===== src/design/mrm_pkg.sv =====
`timescale 1ns / 1ps

package mrm_pkg;

  localparam int unsigned RING_WORDS_DEF   = 8192;
  localparam int unsigned NOTICE_DEPTH_DEF = 8;

  localparam int unsigned KIND_W   = 3;
  localparam int unsigned STATUS_W = 3;
  localparam int unsigned HALF_W   = 16;
  localparam int unsigned WORD_W   = 32;
  localparam int unsigned VB_W     = 3;
  localparam int unsigned SLOT_W   = 15;
  localparam int unsigned CALC_W   = 17;

  localparam int unsigned WORD_BYTES = 4;
  localparam int unsigned WORD_SHIFT = 2;
  localparam int unsigned ROUND_UP   = 3;

  typedef enum logic [KIND_W-1:0] {
    KIND_SEND_BEGIN = 3'd0,
    KIND_SEND_WORD  = 3'd1,
    KIND_PEEK       = 3'd2,
    KIND_RECV_BEGIN = 3'd3,
    KIND_RECV_WORD  = 3'd4
  } kind_e;

  typedef enum logic [STATUS_W-1:0] {
    ST_OK       = 3'd0,
    ST_RETRY    = 3'd1,
    ST_TOO_BIG  = 3'd2,
    ST_EMPTY    = 3'd3,
    ST_MISMATCH = 3'd4,
    ST_SEQ      = 3'd5
  } status_e;

  typedef struct packed {
    logic push;
    logic pop;
  } nq_ctrl_t;

  // A slot is one header word plus the payload rounded up to whole words.
  function automatic logic [SLOT_W-1:0] slot_words(input logic [HALF_W-1:0] len);
    logic [CALC_W-1:0] r;
    r = CALC_W'(len) + CALC_W'(ROUND_UP);
    return SLOT_W'(r >> WORD_SHIFT) + SLOT_W'(1);
  endfunction

endpackage


===== src/design/mrm_notice_fifo.sv =====
`timescale 1ns / 1ps

module mrm_notice_fifo #(
  parameter int unsigned DEPTH = mrm_pkg::NOTICE_DEPTH_DEF,
  parameter int unsigned OFF_W = $clog2(mrm_pkg::RING_WORDS_DEF)
) (
  input  logic                         clk_i,
  input  logic                         rst_ni,
  input  mrm_pkg::nq_ctrl_t            ctrl_i,
  input  logic [mrm_pkg::HALF_W-1:0]   push_type_i,
  input  logic [OFF_W-1:0]             push_off_i,
  output logic [$clog2(DEPTH+1)-1:0]   count_o,
  output logic [mrm_pkg::HALF_W-1:0]   front_type_o,
  output logic [OFF_W-1:0]             front_off_o,
  output logic [OFF_W-1:0]             next_off_o
);
  import mrm_pkg::*;

  localparam int unsigned IW    = $clog2(DEPTH);
  localparam int unsigned NCW   = $clog2(DEPTH + 1);
  localparam int unsigned SUM_W = NCW + 1;
  localparam logic [IW-1:0] LAST_IDX = IW'(DEPTH - 1);

  logic [HALF_W-1:0] type_q [DEPTH];
  logic [OFF_W-1:0]  off_q  [DEPTH];
  logic [IW-1:0]     head_q, head_d;
  logic [NCW-1:0]    count_q, count_d;
  logic [SUM_W-1:0]  tail_sum;
  logic [IW-1:0]     tail;
  logic              hit;
  logic [HALF_W-1:0] next_type;
  logic [OFF_W-1:0]  next_off;
  logic [HALF_W-1:0] front_type_q;
  logic [OFF_W-1:0]  front_off_q;

  always_comb begin
    tail_sum = SUM_W'(head_q) + SUM_W'(count_q);
    if (tail_sum >= SUM_W'(DEPTH)) begin
      tail = IW'(tail_sum - SUM_W'(DEPTH));
    end else begin
      tail = IW'(tail_sum);
    end

    head_d  = head_q;
    count_d = count_q;
    if (ctrl_i.pop) begin
      head_d  = (head_q == LAST_IDX) ? '0 : head_q + IW'(1);
      count_d = count_q - NCW'(1);
    end else if (ctrl_i.push) begin
      count_d = count_q + NCW'(1);
    end

    // The entry that will sit at the head after this cycle, including one being pushed.
    hit       = ctrl_i.push && (tail == head_d);
    next_type = hit ? push_type_i : type_q[head_d];
    next_off  = hit ? push_off_i  : off_q[head_d];
  end

  always_ff @(posedge clk_i or negedge rst_ni) begin
    if (!rst_ni) begin
      head_q  <= '0;
      count_q <= '0;
    end else begin
      head_q  <= head_d;
      count_q <= count_d;
    end
  end

  always_ff @(posedge clk_i) begin
    if (ctrl_i.push) begin
      type_q[tail] <= push_type_i;
      off_q[tail]  <= push_off_i;
    end
    front_type_q <= next_type;
    front_off_q  <= next_off;
  end

  assign count_o      = count_q;
  assign front_type_o = front_type_q;
  assign front_off_o  = front_off_q;
  assign next_off_o   = next_off;

endmodule


===== config.mk =====
export PLATFORM = sky130hd
export DESIGN_NAME = mrm_notice_fifo
export DESIGN_NICKNAME = d
export VERILOG_FILES = /design/src/design/mrm_pkg.sv /design/src/design/mrm_notice_fifo.sv
export SDC_FILE = /design/constraint.sdc
export NUM_CORES = 1
export LEC_CHECK = 0
export BUFFER_PORTS_ARGS = -buffer_cell sky130_fd_sc_hd__buf_2
export CORE_ASPECT_RATIO = 1.1
export CORE_MARGIN = 4
export CORE_UTILIZATION = 43
export CTS_CLUSTER_SIZE = 16
export DETAILED_ROUTE_END_ITERATION = 12
export PLACE_DENSITY = 0.67
export RECOVER_POWER = 100
export SETUP_SLACK_MARGIN = 0.2
export SLEW_MARGIN = 0
export SYNTH_ARGS = -nofsm -noshare
export SYNTH_HDL_FRONTEND = slang
export SYNTH_SLANG_ARGS = --single-unit

===== constraint.sdc =====
create_clock -name clk_i -period 8.13 [get_ports clk_i]
set_input_delay 1.626 -clock clk_i [delete_from_list [all_inputs] [get_ports clk_i]]
set_output_delay 1.626 -clock clk_i [all_outputs]
set_load 0.02 [all_outputs]

* Word level (Yosys, flattened, before mapping)
Memories as Yosys holds them, arrays and structs flattened. A register that Yosys moved wholly into a read port is not among the register bits.
Index checks and enable logic that the tools add are counted.
** Cells by class
- Add/subtract/negate cells :: 5
- Muxes and demuxes :: 8
- Equality and inequality tests :: 2
- Reductions and logical operators :: 2
- Order comparisons :: 1
** Operator list (number)
- two-way mux 13 bit :: 1
- two-way mux 3 bit :: 3
- two-way mux 4 bit :: 2
- adder 3 x 4 -> 5 bit :: 1
- greater-or-equal comparator 5 x 4 -> 1 bit (second input constant) :: 1
- adder 4 x 1 -> 4 bit (second input constant) :: 1
- subtractor 4 x 1 -> 4 bit (second input constant) :: 1
- adder 3 x 1 -> 3 bit (second input constant) :: 1
- == test 3 bit :: 1
- == test 3 bit (second input constant) :: 1
- subtractor 3 x 1 -> 3 bit (second input constant) :: 1
- two-way mux 1 bit :: 2
- nonzero test 2 bit :: 1
- logical AND 1 bit :: 1
** Storage, ports and cells
- Bits in writable memories :: 232
- Input port bits :: 33
- Register bits :: 20
- Output and inout bits :: 46
- Logic and storage cells :: 23
- Memories :: 2
** Memory list
- type_q :: depth 8, width 16, read ports 1, clocked after Yosys merged registers in 1, write ports 1, RTL line mrm_notice_fifo.sv:24 : logic [HALF_W-1:0] type_q [DEPTH];
- off_q :: depth 8, width 13, read ports 1, clocked after Yosys merged registers in 0, write ports 1, RTL line mrm_notice_fifo.sv:25 : logic [OFF_W-1:0] off_q [DEPTH];

* Longest topological paths before layout
- Depth in word-level cells :: 6
- Depth in mapped cells :: 10
- Depth with buffers taken out :: 7

* Worst setup path after synthesis
No wires, ideal clock.
- Kind :: input-to-output
- Start :: input port ctrl_i[0] in the netlist's numbering
- End :: output port next_off_o[10]
- Slack :: 3274 ps
- Stages :: 7
- Arrival time :: 3230 ps
- Cell sequence :: buf_4 -> nor3b_4 -> nor2_4 -> xnor2_1 -> nor3_4 -> buf_4 -> mux2i_1
** On the way
- Longest elaborated chain between the ends :: 4
** Ends and longest elaborated chain
- from (decl) :: RTL line mrm_notice_fifo.sv:9 : input mrm_pkg::nq_ctrl_t ctrl_i,
- two-way mux 3 bit * :: RTL line mrm_notice_fifo.sv:46 : if (ctrl_i.pop) begin
- parallel branches: the longest is 2 deep, another holds memory (8 x 13 bit)
- two-way mux 13 bit * :: RTL line mrm_notice_fifo.sv:56 : next_off = hit ? push_off_i : off_q[head_d];
- to (decl) :: RTL line mrm_notice_fifo.sv:15 : output logic [OFF_W-1:0] next_off_o
Every way passes the cells marked *.

* Final worst setup path
Ends and elaborated chain as after synthesis.

==> results.md <==
- Outcome: complete, but fails checks
- Failing checks: capacitance limit, slew limit
- CP startpoint kind: input pin
- I/O pin count: between 70 and 80
- WHS: ~0.5 ns
- DRT Wirelength: roughly 24000 um
- Hold buffers post-CTS: 0
- Core area: ~24000 um2
- Worst hold path type: flop to flop
- Synthesized area per cell: between 15 and 20 um2
- Post-synth EDFFs: around 230
- Slew headroom: -0.7755
- Syn nets: between 700 and 800
- Antenna viol nets, final: 0
- Crit share post-route: 0.8217
- Final Hold Fails: 0
- Max-slew violation count: between 200 and 300
- Die ar.: 27460 um2
- DR WL/cell: roughly 22 um
- Crit path max fanout: 28
- # DRC: 0
- Unique masters post-synth: between 40 and 50
- Rows: 60
- Area Overhead vs Synth: 13.42%
- Register area: approximately 7500 um2
- Worst-Margin Slew: approximately 2.7 ns
- # Max-Cap Violations: 10
- Number of port buffers: 78
- Via count: 6226
- Fill cells: between 2000 and 2500
- Nets: between 700 and 800
- RSZ-0062 raised after global routing: no
- Lkg Pwr: a little under 4 nW
- Starting DRT DRC Count: ~550
- Later-pin clock latency in the skew report: between 0.5 and 0.6 ns
- Async SR Flop Fraction: 0.02745
- Clock Tree Buf Depth: 3
- CTS tree: built
- Number of antenna violations at the first check in global routing: 2
- Post-synthesis sequential area ratio: 0.6978
- Comb pwr share: 0.380
- First-pass GRT wire length: around 37000 um
- Clk network pwr share: 0.223
- Vias in the first global route: 6473
- Worst-path clk slew: approximately 0.050 ns
- Layout cell share with drive strength beyond 1: 0.1419
- Reg power frac: 0.397
- Post-synthesis instance area: 10690 um2
- Chip height: between 150 and 200 um
- Hold depth: 1
- CTS resizes: 0
- Via density: ~5.8
- Hpwl dp: approximately 14000 um
- CTS Root Cell: clkbuf_16
- Area occupied by multi-input gates: roughly 3000 um2
- Achievable Freq: 149.7 MHz
- R2R cell count: 8
- # setup viols final: 0
- Total Routing Usage GR: 0.1726
- Total CTS buffers: 27
- Initial core utilization: 0.4370
- Syn Inst Count: about 670
- Most common flop cell mapped by yosys: edfxtp_1
- Fin crit period: approximately 6.7 ns
- Synthesis-stage register bit count: between 200 and 300
- H-tree depth: 1
- Synth Warn #: 0
- Psw: 1.989 mW
- P per Cell Area: ~440 nW/um2
- DRT Pass-1 Iters: 5
- Diodes inserted: 0
- Worst endpoint data arrival time: just over 5 ns
- GP Congestion: ~0.77
- Post-CTS Setup Bufs: 0
- CP endpoint kind: primary output
- Crit path kind: input pin to primary output
- Setup TNS: 0 ns
- Sink Count: roughly 260
- Internal power: around 3.4 mW
- CP required: around 6.5 ns
- Clock Skew: around 0.016 ns
- Largest net degree at the start of global routing: 83
- Total gr overflow: 0
- Sw Share: 0.3687
- Max VDD drop: 0.2838 mV
- Die width: roughly 160 um
registers in the layout (all words and copies together) (netlist names), named ones only:
register,cells
off_q,104
count_o,4
type_q,128
front_off_o,13
head_q,3
routing by layer:
metal  global-route usage  wire length [um]  vias up
met4              0.05581               658        4
met1               0.2268              9601     3124
met3              0.04270              1908       67
met5                    0                26        -
li1                     -                 -     2778
met2               0.2822             11850      253
kinds of logic (layout without fill, tap and decap cells):
family | Yosys count | count (layout) | synth area share
simple gates | 158 | 158 | 0.08050
flops | 255 | 255 | 0.6978
compound gates | 110 | 110 | 0.07874
xor+xnor | 9 | 9 | 0.007371
fa+ha+maj | 7 | 7 | 0.009594
mux | 63 | 63 | 0.09840
buf+inv | 66 | 159 | 0.02761
worst max-delay path: stages:
cell and delay, ns:
clkbuf_1 0.41, nor3b_4 1.00, nor2_4 0.35, xnor2_1 0.25
nor3_4 0.77, mux2i_1 0.36, clkbuf_1 0.27
through the flow:
stage                     instance area (um2)  setup WS [ns]  utilization  instances  power (mW)
after floorplan                         10690          3.274            -        668       3.558
after global placement                  11410          1.845       0.4664       1024       4.201
after detailed placement                11410          1.685       0.4664       1024       4.298
after CTS                               12280          1.681       0.5018       1071       5.509
after global routing                    12130          1.092       0.4956       1071       5.686
final                                   12130          1.449       0.4956       1071       5.395
cell usage in the layout, fill, tap and decap left out, types with 12 or more instances in the layout:
cell       synthesis  layout
clkbuf_1          18      89
inv_1             19      19
clkbuf_16          0      27
nor3_1            43      41
o221ai_1          12      12
edfxtp_1         232     232
nor2b_1           28      28
o31a_1            12      12
o22ai_1           14      14
o21ai_0           14      14
o22a_1            12      12
mux2_2            17      14
a211o_1           12      12
or3_1             14      14
a32oi_1           12      12
mux2i_1           14      14
nor2_1            46      44
dfxtp_1           16      14
mux4_2            32      32
o21a_1            14      14
power groups by stage:
stage	Combinational, mW	Sequential (mW)	Clock (mW)
after floorplan	1.44	2.12	0
after global placement	2.09	2.11	0
after detailed placement	2.15	2.14	0
after CTS	2.16	2.12	1.23
after global routing	2.22	2.18	1.28
final	2.05	2.14	1.20
final cells by class:
type                       instances  area share
sequential                       255      0.6155
multi-input combinational        347      0.2444
clock buffer                      32     0.05725
tap                              310     0.03198
timing repair buffer              93     0.03074
clock inverter                    15     0.01424
inverter                          19    0.005880
Yosys cell counts, drive strengths merged (14+ instances only):
cell	number	area, um2
mux2	17	191.4
clkbuf	19	72.56
nor2	47	183.9
o22ai	14	87.58
mux2i	14	140.1
nor3	44	231.5
inv	19	71.32
buf	28	151.4
o21ai	14	70.07
or3	14	87.58
dfxtp	16	320.3
o21a	14	105.1
nor2b	28	175.2
edfxtp	232	6967
mux4	32	720.7
path summary, 6_finish.rpt:
| check | slack (ns) | startpoint | to |
|---|---|---|---|
| worst min-delay path | 0.50 | count_o[3] | count_o[3] |
| worst min register to register | 0.50 | count_o[3] | count_o[3] |
| worst max-delay path | 1.45 | ctrl_i[0] | next_off_o[10] |
| min in group asynchronous | 1.01 | rst_ni | head_q[2] |
| worst max register to register | 2.85 | head_q[0] | off_q[4][1] |
| max in group asynchronous | 6.80 | rst_ni | head_q[0] |
Power figures use the tool's default switching activity.
